$ cat config.mk
export PLATFORM = sky130hd
export DESIGN_NAME = adjacent_swap_permutation_generator
export DESIGN_NICKNAME = d
export VERILOG_FILES = /design/src/hdl/asp_pkg.sv /design/src/hdl/asp_datapath.sv /design/src/hdl/asp_ctrl.sv /design/src/hdl/adjacent_swap_permutation_generator.sv
export SDC_FILE = /design/constraint.sdc
export NUM_CORES = 1
export LEC_CHECK = 0
export ABC_AREA = 1
export ABC_CLOCK_PERIOD_IN_PS = 8100
export BUFFER_PORTS_ARGS = -buffer_cell sky130_fd_sc_hd__buf_4
export CAP_MARGIN = 20
export CORE_ASPECT_RATIO = 1.5
export CORE_MARGIN = 2
export CORE_UTILIZATION = 55
export CTS_BUF_LIST = sky130_fd_sc_hd__clkbuf_8
export DETAILED_ROUTE_END_ITERATION = 12
export PLACE_DENSITY = 0.69
export SLEW_MARGIN = 10
export SYNTH_ARGS = -nofsm -noshare
export SYNTH_HDL_FRONTEND = slang
export SYNTH_SLANG_ARGS = --single-unit
$ cat constraint.sdc
create_clock -name aclk -period 8.1 [get_ports aclk]
set_clock_uncertainty 0.05 [all_clocks]
set_input_delay 0.405 -clock aclk [delete_from_list [all_inputs] [get_ports aclk]]
set_output_delay 0.405 -clock aclk [all_outputs]
set_load 0.05 [all_outputs]
$ cat src/hdl/asp_pkg.sv
`default_nettype none

package asp_pkg;

    // fixed field widths of the channels and the config register
    localparam int NCFG_W        = 6;
    localparam int WANT_W        = 7;
    localparam int POS_W         = 6;
    localparam int S_TDATA_W     = 8;
    localparam int M_TDATA_W     = 16;
    localparam int M_TUSER_W     = 2;
    localparam int N_ITEMS_RESET = 4;

    // controller states
    typedef enum logic [2:0] {
        ST_IDLE,
        ST_ITER,
        ST_LOOK,
        ST_CMP,
        ST_SWAP_A,
        ST_SWAP_B,
        ST_SWAP_W,
        ST_OUT
    } asp_state_t;

    // commands from the controller to the datapath
    typedef struct packed {
        logic take_req;
        logic load_m;
        logic look;
        logic step;
        logic swap_rd;
        logic swap_a;
        logic swap_b;
        logic swap_w;
        logic set_exh;
        logic out_none;
    } asp_cmd_t;

    // status from the datapath to the controller
    typedef struct packed {
        logic req_bad;
        logic exhausted;
        logic found;
        logic m_is_two;
        logic out_last;
    } asp_sts_t;

endpackage

`default_nettype wire

$ cat src/hdl/asp_datapath.sv
`default_nettype none

module asp_datapath #(
    parameter int MAX_ITEMS = 32,
    parameter int MAX_PAIRS = 64
) (
    input  wire logic                        aclk,
    input  wire logic                        aresetn,
    input  wire logic                        cfg_wr_en,
    input  wire logic [asp_pkg::NCFG_W-1:0]  cfg_wr_data,
    input  wire logic                        s_restart,
    input  wire logic [asp_pkg::WANT_W-1:0]  s_pairs_wanted,
    input  wire asp_pkg::asp_cmd_t           cmd,
    output asp_pkg::asp_sts_t                sts,
    output logic      [asp_pkg::POS_W-1:0]   out_first,
    output logic      [asp_pkg::POS_W-1:0]   out_second,
    output logic                             out_pair_valid,
    output logic                             out_last,
    output logic                             out_more
);

    localparam int DEPTH   = MAX_ITEMS + 2;
    localparam int IDX_W   = $clog2(DEPTH);
    localparam int CNT_W   = $clog2(MAX_PAIRS + 1);
    localparam int RESET_N = (asp_pkg::N_ITEMS_RESET > MAX_ITEMS) ? MAX_ITEMS
                                                                   : asp_pkg::N_ITEMS_RESET;

    // config and request registers
    logic [asp_pkg::NCFG_W-1:0] n_items_reg;
    logic [IDX_W-1:0]           n_reg;
    logic [CNT_W-1:0]           want_reg;
    logic [CNT_W-1:0]           cnt_reg;
    logic [IDX_W-1:0]           fill_top_reg;
    logic                       exh_reg;

    // walk and swap registers
    logic [IDX_W-1:0]           m_reg;
    logic [IDX_W-1:0]           wm_reg;
    logic                       dir_m_reg;
    logic [IDX_W-1:0]           look_reg;
    logic [IDX_W-1:0]           vb_reg;
    logic [IDX_W-1:0]           va_reg;

    // result registers
    logic [asp_pkg::POS_W-1:0]  out_first_reg;
    logic [asp_pkg::POS_W-1:0]  out_second_reg;
    logic                       out_pv_reg;
    logic                       out_last_reg;
    logic                       out_more_reg;

    // memories: permutation, inverse, direction (1 = up, 0 = down)
    logic [IDX_W-1:0] value_mem [DEPTH];
    logic [IDX_W-1:0] where_mem [DEPTH];
    logic             dir_mem   [DEPTH];

    logic [DEPTH-1:0] value_vld_reg;
    logic [DEPTH-1:0] where_vld_reg;
    logic [DEPTH-1:0] dir_vld_reg;

    logic [IDX_W-1:0] value_rdata_reg;
    logic [IDX_W-1:0] value_raddr_reg;
    logic             value_rvld_reg;
    logic [IDX_W-1:0] where_rdata_reg;
    logic [IDX_W-1:0] walk_raddr_reg;
    logic             where_rvld_reg;
    logic             dir_rdata_reg;
    logic             dir_rvld_reg;

    logic [IDX_W-1:0] n_act;
    logic [CNT_W-1:0] want_sat;
    logic             req_bad;
    logic             restart_load;

    logic             value_re;
    logic [IDX_W-1:0] value_raddr;
    logic             value_we;
    logic [IDX_W-1:0] value_waddr;
    logic [IDX_W-1:0] value_wdata;
    logic             where_re;
    logic             dir_re;
    logic [IDX_W-1:0] walk_raddr;
    logic             where_we;
    logic [IDX_W-1:0] where_waddr;
    logic [IDX_W-1:0] where_wdata;

    logic [IDX_W-1:0] value_rd;
    logic [IDX_W-1:0] where_rd;
    logic             dir_rd;
    logic [IDX_W-1:0] look_calc;

    // request decode with saturation
    always_comb begin
        if (int'(n_items_reg) > MAX_ITEMS) begin
            n_act = IDX_W'(MAX_ITEMS);
        end else begin
            n_act = IDX_W'(n_items_reg);
        end
        if (int'(s_pairs_wanted) > MAX_PAIRS) begin
            want_sat = CNT_W'(MAX_PAIRS);
        end else begin
            want_sat = CNT_W'(s_pairs_wanted);
        end
        req_bad      = (n_items_reg < 6'd2) || (s_pairs_wanted == '0);
        restart_load = cmd.take_req && !req_bad && s_restart;
    end

    // read data, entries never written since the last reload read as identity (value entry 0 as the sentinel)
    always_comb begin
        if (value_rvld_reg) begin
            value_rd = value_rdata_reg;
        end else if (value_raddr_reg == '0) begin
            value_rd = fill_top_reg;
        end else begin
            value_rd = value_raddr_reg;
        end
        where_rd = where_rvld_reg ? where_rdata_reg : walk_raddr_reg;
        dir_rd   = dir_rvld_reg ? dir_rdata_reg : 1'b0;
    end

    // neighbour position in the element's direction, clamped to the array
    always_comb begin
        if (dir_rd) begin
            look_calc = (where_rd == IDX_W'(DEPTH - 1)) ? where_rd : where_rd + 1'b1;
        end else begin
            look_calc = (where_rd == '0) ? where_rd : where_rd - 1'b1;
        end
    end

    // memory port selection
    always_comb begin
        value_re    = cmd.look || cmd.swap_rd;
        value_raddr = cmd.look ? look_calc : wm_reg;
        value_we    = cmd.swap_a || cmd.swap_b;
        value_waddr = cmd.swap_a ? wm_reg : look_reg;
        value_wdata = cmd.swap_a ? vb_reg : va_reg;

        where_re    = cmd.load_m || cmd.step || cmd.swap_a;
        dir_re      = cmd.load_m || cmd.step;
        if (cmd.load_m) begin
            walk_raddr = n_reg;
        end else if (cmd.step) begin
            walk_raddr = m_reg - 1'b1;
        end else begin
            walk_raddr = vb_reg;
        end
        where_we    = cmd.swap_b || cmd.swap_w;
        where_waddr = cmd.swap_b ? m_reg : vb_reg;
        where_wdata = cmd.swap_b ? where_rd : wm_reg;
    end

    // memory arrays
    always_ff @(posedge aclk) begin
        if (value_we) begin
            value_mem[value_waddr] <= value_wdata;
        end
        if (value_re) begin
            value_rdata_reg <= value_mem[value_raddr];
            value_raddr_reg <= value_raddr;
        end
        if (where_we) begin
            where_mem[where_waddr] <= where_wdata;
        end
        if (where_re) begin
            where_rdata_reg <= where_mem[walk_raddr];
            walk_raddr_reg  <= walk_raddr;
        end
        if (cmd.step) begin
            dir_mem[m_reg] <= !dir_m_reg;
        end
        if (dir_re) begin
            dir_rdata_reg <= dir_mem[walk_raddr];
        end
    end

    // written flags, cleared at once by reset and by a reload
    always_ff @(posedge aclk) begin
        if (!aresetn) begin
            value_vld_reg  <= '0;
            where_vld_reg  <= '0;
            dir_vld_reg    <= '0;
            value_rvld_reg <= 1'b0;
            where_rvld_reg <= 1'b0;
            dir_rvld_reg   <= 1'b0;
        end else begin
            if (restart_load) begin
                value_vld_reg <= '0;
                where_vld_reg <= '0;
                dir_vld_reg   <= '0;
            end else begin
                if (value_we) begin
                    value_vld_reg[value_waddr] <= 1'b1;
                end
                if (where_we) begin
                    where_vld_reg[where_waddr] <= 1'b1;
                end
                if (cmd.step) begin
                    dir_vld_reg[m_reg] <= 1'b1;
                end
            end
            if (value_re) begin
                value_rvld_reg <= value_vld_reg[value_raddr];
            end
            if (where_re) begin
                where_rvld_reg <= where_vld_reg[walk_raddr];
            end
            if (dir_re) begin
                dir_rvld_reg <= dir_vld_reg[walk_raddr];
            end
        end
    end

    // config register, sentinel value and exhausted flag
    always_ff @(posedge aclk) begin
        if (!aresetn) begin
            n_items_reg  <= asp_pkg::NCFG_W'(asp_pkg::N_ITEMS_RESET);
            fill_top_reg <= IDX_W'(RESET_N + 1);
            exh_reg      <= 1'b0;
        end else begin
            if (cfg_wr_en) begin
                n_items_reg <= cfg_wr_data;
            end
            if (restart_load) begin
                fill_top_reg <= n_act + 1'b1;
                exh_reg      <= 1'b0;
            end else if (cmd.set_exh) begin
                exh_reg <= 1'b1;
            end
        end
    end

    // request, walk and swap registers
    always_ff @(posedge aclk) begin
        if (cmd.take_req) begin
            n_reg    <= n_act;
            want_reg <= want_sat;
            cnt_reg  <= '0;
        end
        if (cmd.load_m) begin
            m_reg <= n_reg;
        end else if (cmd.step) begin
            m_reg <= m_reg - 1'b1;
        end
        if (cmd.look) begin
            wm_reg    <= where_rd;
            dir_m_reg <= dir_rd;
            look_reg  <= look_calc;
        end
        if (cmd.swap_rd) begin
            vb_reg <= value_rd;
        end
        if (cmd.swap_a) begin
            va_reg <= value_rd;
        end
        if (cmd.swap_w) begin
            cnt_reg <= cnt_reg + 1'b1;
        end
    end

    // result register
    always_ff @(posedge aclk) begin
        if (cmd.swap_w) begin
            out_first_reg  <= asp_pkg::POS_W'(wm_reg);
            out_second_reg <= asp_pkg::POS_W'(look_reg);
            out_pv_reg     <= 1'b1;
            out_last_reg   <= (cnt_reg + 1'b1) == want_reg;
            out_more_reg   <= 1'b1;
        end else if (cmd.out_none) begin
            out_first_reg  <= '0;
            out_second_reg <= '0;
            out_pv_reg     <= 1'b0;
            out_last_reg   <= 1'b1;
            out_more_reg   <= 1'b0;
        end
    end

    assign sts.req_bad   = req_bad;
    assign sts.exhausted = exh_reg;
    assign sts.found     = value_rd <= m_reg;
    assign sts.m_is_two  = m_reg == IDX_W'(2);
    assign sts.out_last  = out_last_reg;

    assign out_first      = out_first_reg;
    assign out_second     = out_second_reg;
    assign out_pair_valid = out_pv_reg;
    assign out_last       = out_last_reg;
    assign out_more       = out_more_reg;

`ifndef SYNTHESIS
    // the walk never goes below element 2
    a_walk_floor: assert property (@(posedge aclk) disable iff (!aresetn)
        (cmd.look || cmd.step) |-> (m_reg >= IDX_W'(2)))
        else $error("walk reached an element below 2");

    // an exhausted sequence stays exhausted until a reload
    a_exh_hold: assert property (@(posedge aclk) disable iff (!aresetn)
        (exh_reg && !restart_load) |=> exh_reg)
        else $error("exhausted flag dropped without a reload");
`endif

endmodule

`default_nettype wire

$ cat src/hdl/asp_ctrl.sv
`default_nettype none

module asp_ctrl (
    input  wire logic               aclk,
    input  wire logic               aresetn,
    input  wire logic               s_tvalid,
    output logic                    s_tready,
    output logic                    m_tvalid,
    input  wire logic               m_tready,
    input  wire asp_pkg::asp_sts_t  sts,
    output asp_pkg::asp_cmd_t       cmd
);

    asp_pkg::asp_state_t state_reg;
    asp_pkg::asp_state_t state_next;

    // state register
    always_ff @(posedge aclk) begin
        if (!aresetn) begin
            state_reg <= asp_pkg::ST_IDLE;
        end else begin
            state_reg <= state_next;
        end
    end

    // next state and commands
    always_comb begin
        state_next = state_reg;
        cmd        = '0;
        unique case (state_reg)
            asp_pkg::ST_IDLE: begin
                if (s_tvalid && aresetn) begin
                    cmd.take_req = 1'b1;
                    if (sts.req_bad) begin
                        cmd.out_none = 1'b1;
                        state_next   = asp_pkg::ST_OUT;
                    end else begin
                        state_next = asp_pkg::ST_ITER;
                    end
                end
            end
            asp_pkg::ST_ITER: begin
                if (sts.exhausted) begin
                    cmd.out_none = 1'b1;
                    state_next   = asp_pkg::ST_OUT;
                end else begin
                    cmd.load_m = 1'b1;
                    state_next = asp_pkg::ST_LOOK;
                end
            end
            asp_pkg::ST_LOOK: begin
                cmd.look   = 1'b1;
                state_next = asp_pkg::ST_CMP;
            end
            asp_pkg::ST_CMP: begin
                if (sts.found) begin
                    cmd.swap_rd = 1'b1;
                    state_next  = asp_pkg::ST_SWAP_A;
                end else begin
                    cmd.step = 1'b1;
                    if (sts.m_is_two) begin
                        cmd.set_exh  = 1'b1;
                        cmd.out_none = 1'b1;
                        state_next   = asp_pkg::ST_OUT;
                    end else begin
                        state_next = asp_pkg::ST_LOOK;
                    end
                end
            end
            asp_pkg::ST_SWAP_A: begin
                cmd.swap_a = 1'b1;
                state_next = asp_pkg::ST_SWAP_B;
            end
            asp_pkg::ST_SWAP_B: begin
                cmd.swap_b = 1'b1;
                state_next = asp_pkg::ST_SWAP_W;
            end
            asp_pkg::ST_SWAP_W: begin
                cmd.swap_w = 1'b1;
                state_next = asp_pkg::ST_OUT;
            end
            asp_pkg::ST_OUT: begin
                if (m_tready) begin
                    state_next = sts.out_last ? asp_pkg::ST_IDLE : asp_pkg::ST_ITER;
                end
            end
            default: begin
                state_next = asp_pkg::ST_IDLE;
            end
        endcase
    end

    assign s_tready = (state_reg == asp_pkg::ST_IDLE) && aresetn;
    assign m_tvalid = (state_reg == asp_pkg::ST_OUT);

`ifndef SYNTHESIS
    // one request at a time: no new transaction right after one is taken
    a_one_req: assert property (@(posedge aclk) disable iff (!aresetn)
        (s_tvalid && s_tready) |=> !s_tready)
        else $error("request taken while another is in progress");

    // a rejected request answers in the next cycle
    a_bad_answer: assert property (@(posedge aclk) disable iff (!aresetn)
        (s_tvalid && s_tready && sts.req_bad) |=> (m_tvalid && sts.out_last))
        else $error("rejected request not answered at once");
`endif

endmodule

`default_nettype wire

$ cat src/hdl/adjacent_swap_permutation_generator.sv
// Minimal-change permutation generator: each result is one neighbour swap
// in adjacent-transposition order over n_items elements.
// Config: cfg_wr_en/cfg_wr_data write n_items (2..MAX_ITEMS) while idle.
// Requests arrive on s_*: s_tuser is the restart flag (reload identity
// first), s_tdata[6:0] the number of pairs wanted (1..MAX_PAIRS).
// Results leave on m_*: m_tdata holds the two one-based positions, m_tuser
// the pair-valid and more-left flags, m_tlast marks the last result of the
// request. An exhausted sequence or a bad request gives one result with no
// pair.
// Timing: one request at a time. Each pair starts in ITER, then a downward
// walk inspects 1..n_items-1 elements through the registered reads of the
// permutation memories, a LOOK and a CMP state per element, then the swap
// writes run in SWAP_A, SWAP_B and SWAP_W, and the result waits in ST_OUT.
// A stalled receiver holds the result in the output register and the block
// waits; s_tready stays low until the last result of a request is taken.
// Reset loads the identity permutation for four items and n_items = 4;
// no clearing pass is needed.
`default_nettype none

module adjacent_swap_permutation_generator #(
    parameter int MAX_ITEMS = 32,
    parameter int MAX_PAIRS = 64
) (
    input  wire logic                           aclk,
    input  wire logic                           aresetn,
    input  wire logic                           cfg_wr_en,
    input  wire logic [asp_pkg::NCFG_W-1:0]     cfg_wr_data,
    input  wire logic                           s_tvalid,
    output logic                                s_tready,
    input  wire logic [asp_pkg::S_TDATA_W-1:0]  s_tdata,   // pairs_wanted, pad
    input  wire logic                           s_tuser,   // restart
    output logic                                m_tvalid,
    input  wire logic                           m_tready,
    output logic      [asp_pkg::M_TDATA_W-1:0]  m_tdata,   // first_pos, second_pos, pad
    output logic                                m_tlast,   // last_of_run
    output logic      [asp_pkg::M_TUSER_W-1:0]  m_tuser    // pair_valid, more_left
);

    asp_pkg::asp_cmd_t          cmd;
    asp_pkg::asp_sts_t          sts;
    logic [asp_pkg::POS_W-1:0]  out_first;
    logic [asp_pkg::POS_W-1:0]  out_second;
    logic                       out_pair_valid;
    logic                       out_more;

    // controller
    asp_ctrl u_ctrl (
        .aclk     (aclk),
        .aresetn  (aresetn),
        .s_tvalid (s_tvalid),
        .s_tready (s_tready),
        .m_tvalid (m_tvalid),
        .m_tready (m_tready),
        .sts      (sts),
        .cmd      (cmd)
    );

    // datapath with the permutation memories
    asp_datapath #(
        .MAX_ITEMS (MAX_ITEMS),
        .MAX_PAIRS (MAX_PAIRS)
    ) u_datapath (
        .aclk           (aclk),
        .aresetn        (aresetn),
        .cfg_wr_en      (cfg_wr_en),
        .cfg_wr_data    (cfg_wr_data),
        .s_restart      (s_tuser),
        .s_pairs_wanted (s_tdata[asp_pkg::WANT_W-1:0]),
        .cmd            (cmd),
        .sts            (sts),
        .out_first      (out_first),
        .out_second     (out_second),
        .out_pair_valid (out_pair_valid),
        .out_last       (m_tlast),
        .out_more       (out_more)
    );

    // result packing
    assign m_tdata = {{(asp_pkg::M_TDATA_W - 2 * asp_pkg::POS_W){1'b0}},
                      out_second, out_first};
    assign m_tuser = {out_more, out_pair_valid};

`ifndef SYNTHESIS
    // a result without a pair ends the request and reports nothing left
    a_none_is_last: assert property (@(posedge aclk) disable iff (!aresetn)
        (m_tvalid && !m_tuser[0]) |-> (m_tlast && !m_tuser[1]))
        else $error("result without a pair is not a final empty result");
`endif

endmodule

`default_nettype wire
==> flow_summary.ini, run 1 <==
[place]
place_ws_ps = 2750
gp_congestion = 0.917
dp_hpwl_microns = 44800
place_inst = 3473
portBuffers = 35

[timing]
report.final.slew_viol_count = 0
max_freq_mhz = 185
rsz0062_at_grt = false
setup_viol = 0
hold_viol = 0
period_minus_slack_ps = 5400
tightestPinTransition_ps = 1050
setup_ws_ps = 2700
min_period_over_period_pct = 66.7
relSlewSlack_pct = 30.0
tns_ps = 0

[logic_synthesis]
yosysSeqAreaShare_pct = 65.2
ys_types = 46
yosysWarnings = 0
netlist_instances = 2867
syn-cell-area_sq_um = 28200
syn-mean-instance-area_sq_um = 9.83
yosys_register_bits = 653

[pwr]
p_clk_share_pct = 22.7
p_leak_nw = 11.8
p_per_area_nw_per_um2 = 356
swShare_pct = 40.7
p_switching_w = 0.00447
peakVddDrop_v = 0.000196
p_int_w = 0.00652
p_comb_share_pct = 38.0
seqPwrFrac_pct = 39.4

[clock_network]
clock-sinks = 653
clk_path_buf_depth = 3
cts_resized = 0
ctsHoldBuffers = 15
cts_root_buf = clkbuf_8
cts_setup_buffers = 0
htree_levels = 3
cts_made_buffers = 93
path_clk_slew_ps = 70
cts_tree = yes
clk_latency_ps = 710

[floorplan]
die_w_microns = 189
die_y_microns = 281
ios = 41
initial_core_util_pct = 55.6
die_area_sq_um = 53100
core_area_sq_um = 50700
rows = 101

[global_routing]
grt_pass1_wl_microns = 107000
grt_pass1_vias = 19900
antenna_found_initial = 1
grt_max_degree = 74
grt.overflow.total = 0
grtUsageTotal_pct = 26.6

[route]
drt_wl_total_microns = 69500
wl_per_cell_microns = 19.0
drc = 0
ant_nets = 0
drt_iter0_drc = 1732
vias = 20200
vias_per_cell = 5.51
dr.pass1.iters = 8

[cells_and_area]
area_growth_pct = 9.49
drive_gt1_share_pct = 8.52
fin_cells = 3663
top_regs = u_datapath.value_mem: 204 flops, u_datapath.where_mem: 204 flops
nNetsFinal = 2950
final_util_pct = 60.9

[worst_setup_path]
arrival_ps = 5890
crit_type = flop to flop
critPathCaptureType = flop
worstPathMaxFanout = 28
cp_data_required_time_ps = 8590
critPathLaunchType = flop

[hold_path]
min_path_type = input port to flop

[run_status]
status = complete, no violations

[flow_run]
max_cap_viol_count = 0
-- cells in the final DEF, fill, tap and decap left out, types with 3 or more instances in the layout --
cell type      Yosys  final
edfxtp_1         531    531
and2_1             6      6
xor2_1            11     11
nor3_1            15     15
nor2_1           337    337
conb_1             1      4
nand2_1          811    807
nor2_4             5      5
nand2_4            4      8
clkinv_2           0      5
nand3_1          382    382
inv_2             13     13
nand2_2           15     15
clkbuf_8           0    111
o21ai_1            3      3
inv_1            233    277
dlygate4sd3_1      0     15
o21ai_0           52     40
ha_1              14     14
dfxtp_1          122    122
nand3b_1           3      3
o21ai_2            5     17
a31oi_1           14     14
a21oi_1          117    117
nand4_1            9      9
o31ai_1            5      5
nor4_1             3      3
buf_4             18     61
clkinv_1           2     10
or2_2              4      4
xnor2_1            5      5
-- critical path, stage by stage (launching register included) --
cell and delay (ps):
edfxtp_1 400, nor4_1 430, nand2_1 90, nor2_1 230, a21oi_1 120, a21oi_1 290
ha_1 170, nand2_1 70, nor2_1 170, nand2_1 70, nand3_1 160, nand3_1 420
nand2_2 430, nand3_1 140, nand2_2 360, inv_1 160, nor2_4 690, a21oi_1 160
nand3_1 160, nand3_1 210, a31oi_1 220
-- path summary, 6_finish.rpt --
check,startpoint,depth (start not counted),to,slack (ps)
hold reg to reg,u_datapath.dir_vld_reg[29],2,u_datapath.dir_vld_reg[29],410
hold / removal,aresetn,3,u_datapath.where_rvld_reg,40
setup reg to reg,u_datapath.value_raddr_reg[1],20,u_datapath.where_rdata_reg[0],2700
setup / recovery,u_datapath.value_raddr_reg[1],20,u_datapath.where_rdata_reg[0],2700
-- cell type report --
| class | count | area (sq um) |
|---|---|---|
| antenna | 1 | 2.50 |
| tap | 669 | 837 |
| fill | 4222 | 19800 |
| timing repair buffer | 78 | 624 |
| clock inverter | 61 | 277 |
| multi-input combinational | 1842 | 8280 |
| sequential | 653 | 18400 |
| clock buffer | 111 | 1530 |
| inverter | 248 | 931 |
-- cell usage after synthesis, drive strengths merged --
cell type	number	area [sq um]
edfxtp	531	15900
clkbuf	34	128
o31ai	5	37.5
or2	4	25.0
conb	1	3.75
nand3	386	1970
clkinv	2	7.51
o22ai	2	12.5
xor2	11	96.3
o21bai	3	26.3
ha	14	175
buf	93	552
a21oi	118	594
o41ai	1	8.76
nor2	344	1350
nand3b	3	22.5
nand4	9	56.3
a31oi	14	87.6
nor3	15	75.1
inv	246	923
xnor2	5	43.8
nor4	3	18.8
nand2	830	3180
dfxtp	122	2440
o21ai	62	352
and2	6	37.5
o211a	1	10.0
a41oi	1	8.76
and3	1	6.26
-- power groups by stage --
stage / clock [W] / combinational, W / sequential, W
2_1_floorplan: 0 / 0.00288 / 0.00439
3_3_place_gp: 0 / 0.00404 / 0.00438
3_5_place_dp: 0 / 0.00412 / 0.00439
4_1_cts: 0.00252 / 0.00415 / 0.00432
5_1_grt: 0.00266 / 0.00458 / 0.00434
6_report: 0.00249 / 0.00417 / 0.00433
-- routing by layer --
layer  share of wire (%)  GRT usage (%)  vias up
met3                 5.5           3.62      165
li1                    -              -     9639
met1                  37           29.2     9624
met2                  53           49.2      751
met5                   0              0        -
met4                 4.7           15.0        0
-- cells by family after synthesis --
family,Yosys count,share of synthesized area [%]
xor+xnor,16,0.497
compound gates,207,4.03
simple gates,1601,23.9
fa+ha+maj,14,0.621
other cells,1,0.0133
buf+inv,375,5.71
flops,653,65.2
-- stage by stage --
step / cell area [sq um] / hold slack (ps) / power, W
3_3_place_gp: 28900 / 390 / 0.00842
6_report: 30900 / 44.5 / 0.0110
5_1_grt: 30900 / 45.4 / 0.0116
2_1_floorplan: 28200 / 381 / 0.00727
4_1_cts: 30800 / 0.597 / 0.0110
3_5_place_dp: 28900 / 397 / 0.00851
(Power assumes the default switching activity.)
==> run 2, diff against run 1 <==
ABC_AREA = 0   (was 1)
ABC_CLOCK_PERIOD_IN_PS = 5600   (was 8100)
clock period = 5.6 ns   (was 8.1 ns; I/O delays follow)
==> run 2 against run 1 <==
Global-route usage up 1.5 points. Via count fell by 5.3%. Worst setup slack got worse by 2400 ps. First-iteration DRC count is 9.5% lower. Die area is 0.80% lower. Clock power rose by 57%. Cell area up 1.2%. Clock-buffer cell count down 7. Sequential power rose by 35%. Critical endpoint is now u_datapath.where_rdata_reg[5]. Largest power group unchanged.
==> flow_summary.ini, run 2 <==
[route]
wl_per_cell_microns = 23.1
drt_wl_total_microns = 73200
vias = 19100
ant_nets = 0
drc = 0
vias_per_cell = 6.03
drt_iter0_drc = 1568
dr.pass1.iters = 6

[logic_synthesis]
synth_top_area_share_pct = 57.0
yosys.area_share.simple_pct = 15.1
syn-mean-instance-area_sq_um = 12.0
async_reset_ff_share_pct = 0
ys_types = 85
synthMuxAreaShare_pct = 4.68
syn-cell-area_sq_um = 28000
synth_edf_count = 531
synthTopCellsByArea = edfxtp_1 (57%), dfxtp_1 (8.7%), nor2_1 (4.8%)
synth_common_cells = edfxtp_1 (531), nor2_1 (360), nand2_1 (278)
synthAdderAreaFrac_pct = 0.626
yosysSeqAreaShare_pct = 65.8
synth_top_cell_by_area = edfxtp_1
netlist_instances = 2332
yosysWarnings = 0
yosys_register_bits = 653
synth_compound_area_share_pct = 10.3
yosysMostFrequentCell = edfxtp_1
synth_xor_area_share_pct = 0.626
synth_flop_cell = edfxtp_1
synth_top_family_by_area = simple AND/OR/NAND/NOR gates

[cells_and_area]
final_common_cell = edfxtp_1
fill_cells = 3922
nNetsFinal = 2452
drive_gt1_share_pct = 11.7
top_regs = u_datapath.value_mem: 204 flops, u_datapath.where_mem: 204 flops
area_growth_pct = 11.8
final_cell_mix = edfxtp_1 (531), nor2_1 (360), nand2_1 (276)

[worst_setup_path]
critPathCaptureType = flop
crit_type = flop to flop
worstPathMaxFanout = 34
r2r-start = u_datapath.value_raddr_reg[0]
rrSetupSlack_ps = 310
cp_data_required_time_ps = 6010
cp-startpoint = u_datapath.value_raddr_reg[0]
reg2regPathDepth = 17
arrival_ps = 5700
timing.rr.end = u_datapath.where_rdata_reg[5]
critPathCapture = u_datapath.where_rdata_reg[5]
critPathLaunchType = flop

[place]
gp_congestion = 0.938
portBuffers = 35
dp_hpwl_microns = 49200

[floorplan]
ios = 41
die_y_microns = 280
core_area_sq_um = 50400
rows = 101
die_w_microns = 188
die_area_sq_um = 52700
initial_core_util_pct = 55.5

[hold_path]
min_path_type = input port to flop
whs_path_depth = 3

[clock_network]
clk_path_buf_depth = 3
cts_tree = yes
htree_levels = 3
path_clk_slew_ps = 70
cts_root_buf = clkbuf_8
cts_made_buffers = 93
clock-sinks = 653
clk_latency_ps = 710

[pwr]
power_w = 0.0132
p_leak_nw = 11.1
p_per_area_nw_per_um2 = 421
peakVddDrop_v = 0.000350

[timing]
hold_viol = 0
relSlewSlack_pct = 21.3
report.final.slew_viol_count = 0
setup_viol = 0
max_freq_mhz = 189
min_period_over_period_pct = 94.5
tightestPinTransition_ps = 1180
rsz0062_at_grt = false
tns_ps = 0
period_minus_slack_ps = 5290

[global_routing]
grt.overflow.total = 0
grtUsageTotal_pct = 28.0
antenna_found_initial = 1
grt_pass1_vias = 19200
grt_max_degree = 85
grt_pass1_wl_microns = 112000

[flow_run]
max_cap_viol_count = 0

[run_status]
status = complete, no violations
run 2: logic make-up (layout without fill, tap and decap cells):
| kind of cell | after synthesis | after routing |
|---|---|---|
| xor gates and xnor gates | 20 | 20 |
| adders and majority gates | 14 | 14 |
| DFF | 653 | 653 |
| AOI/OAI and AO/OA | 415 | 415 |
| and+or+nand+nor | 927 | 927 |
| other | 1 | 5 |
| muxes | 127 | 127 |
| buffers and inverters | 175 | 339 |
run 2: critical path, cell delays in order, from the launching register on:
cell      delay, ps
edfxtp_1        390
or4_1           580
nor3_1          330
a21oi_1         110
o21ai_0         380
ha_1            340
nand4_1         120
a21oi_1         100
o31a_1          430
mux2_2          370
nand2_4         200
buf_12          280
buf_4           190
a211oi_1        310
nor3b_1         100
nor4_1          440
buf_4           230
o31ai_1          70
run 2: how the worst min path moves through the flow:
| stage | from | end | slack [ps] |
|---|---|---|---|
| 6_report | s_tuser | u_datapath.fill_top_reg[3] | 160 |
| 5_1_grt | s_tuser | u_datapath.fill_top_reg[3] | 210 |
| 4_1_cts | s_tuser | u_datapath.fill_top_reg[3] | 130 |
| 3_5_place_dp | u_datapath.dir_vld_reg[15] | u_datapath.dir_vld_reg[15] | 400 |
| 3_3_place_gp | u_datapath.dir_vld_reg[15] | u_datapath.dir_vld_reg[15] | 390 |
| 2_1_floorplan | cfg_wr_data[2] | u_datapath.n_items_reg[2] | 360 |
run 2: power breakdown:
part,internal (W),total (W),switching (W)
combinational,0.00108,0.00341,0.00233
clock,0.00210,0.00392,0.00182
sequential,0.00569,0.00584,0.000158
total,0.00886,0.0132,0.00431
run 2: metal layers:
layer	global-route usage, %	routed length (microns)	vias to the layer above
li1	-	-	8776
met1	31.0	26400	9351
met2	50.5	38000	749
met3	4.19	3910	231
met4	17.8	4890	0
met5	0	0	-
run 2: final cells by class:
type	count	area (sq um)	area share [%]
inverter	36	143	0.456
timing repair buffer	127	1100	3.52
antenna	1	2.50	0.00801
clock inverter	72	544	1.74
clock buffer	104	1430	4.58
tap	669	837	2.68
sequential	653	18400	58.8
multi-input combinational	1507	8810	28.2
run 2: metrics by stage:
| stage | setup WS (ps) | utilization [%] | cell area (sq um) | instances | hold slack (ps) |
|---|---|---|---|---|---|
| final | 309 | 62.0 | 31300 | 3169 | 164 |
| after global routing | 1.92 | 62.0 | 31300 | 3169 | 209 |
| after CTS | 339 | 62.0 | 31300 | 3168 | 126 |
| after detailed placement | 383 | 57.6 | 29000 | 2968 | 403 |
| after global placement | 369 | 57.6 | 29000 | 2967 | 392 |
| after floorplan | 1070 | - | 28000 | 2335 | 359 |
run 2: what timing repair did:
| item | CTS | global route |
|---|---|---|
| gates resized for setup | 0 | 0 |
| hold buffers | 24 | 0 |
| endpoints found under the setup margin | 0 | 0 |
| setup buffers | 0 | 0 |
| hold endpoints to repair | 23 | 0 |
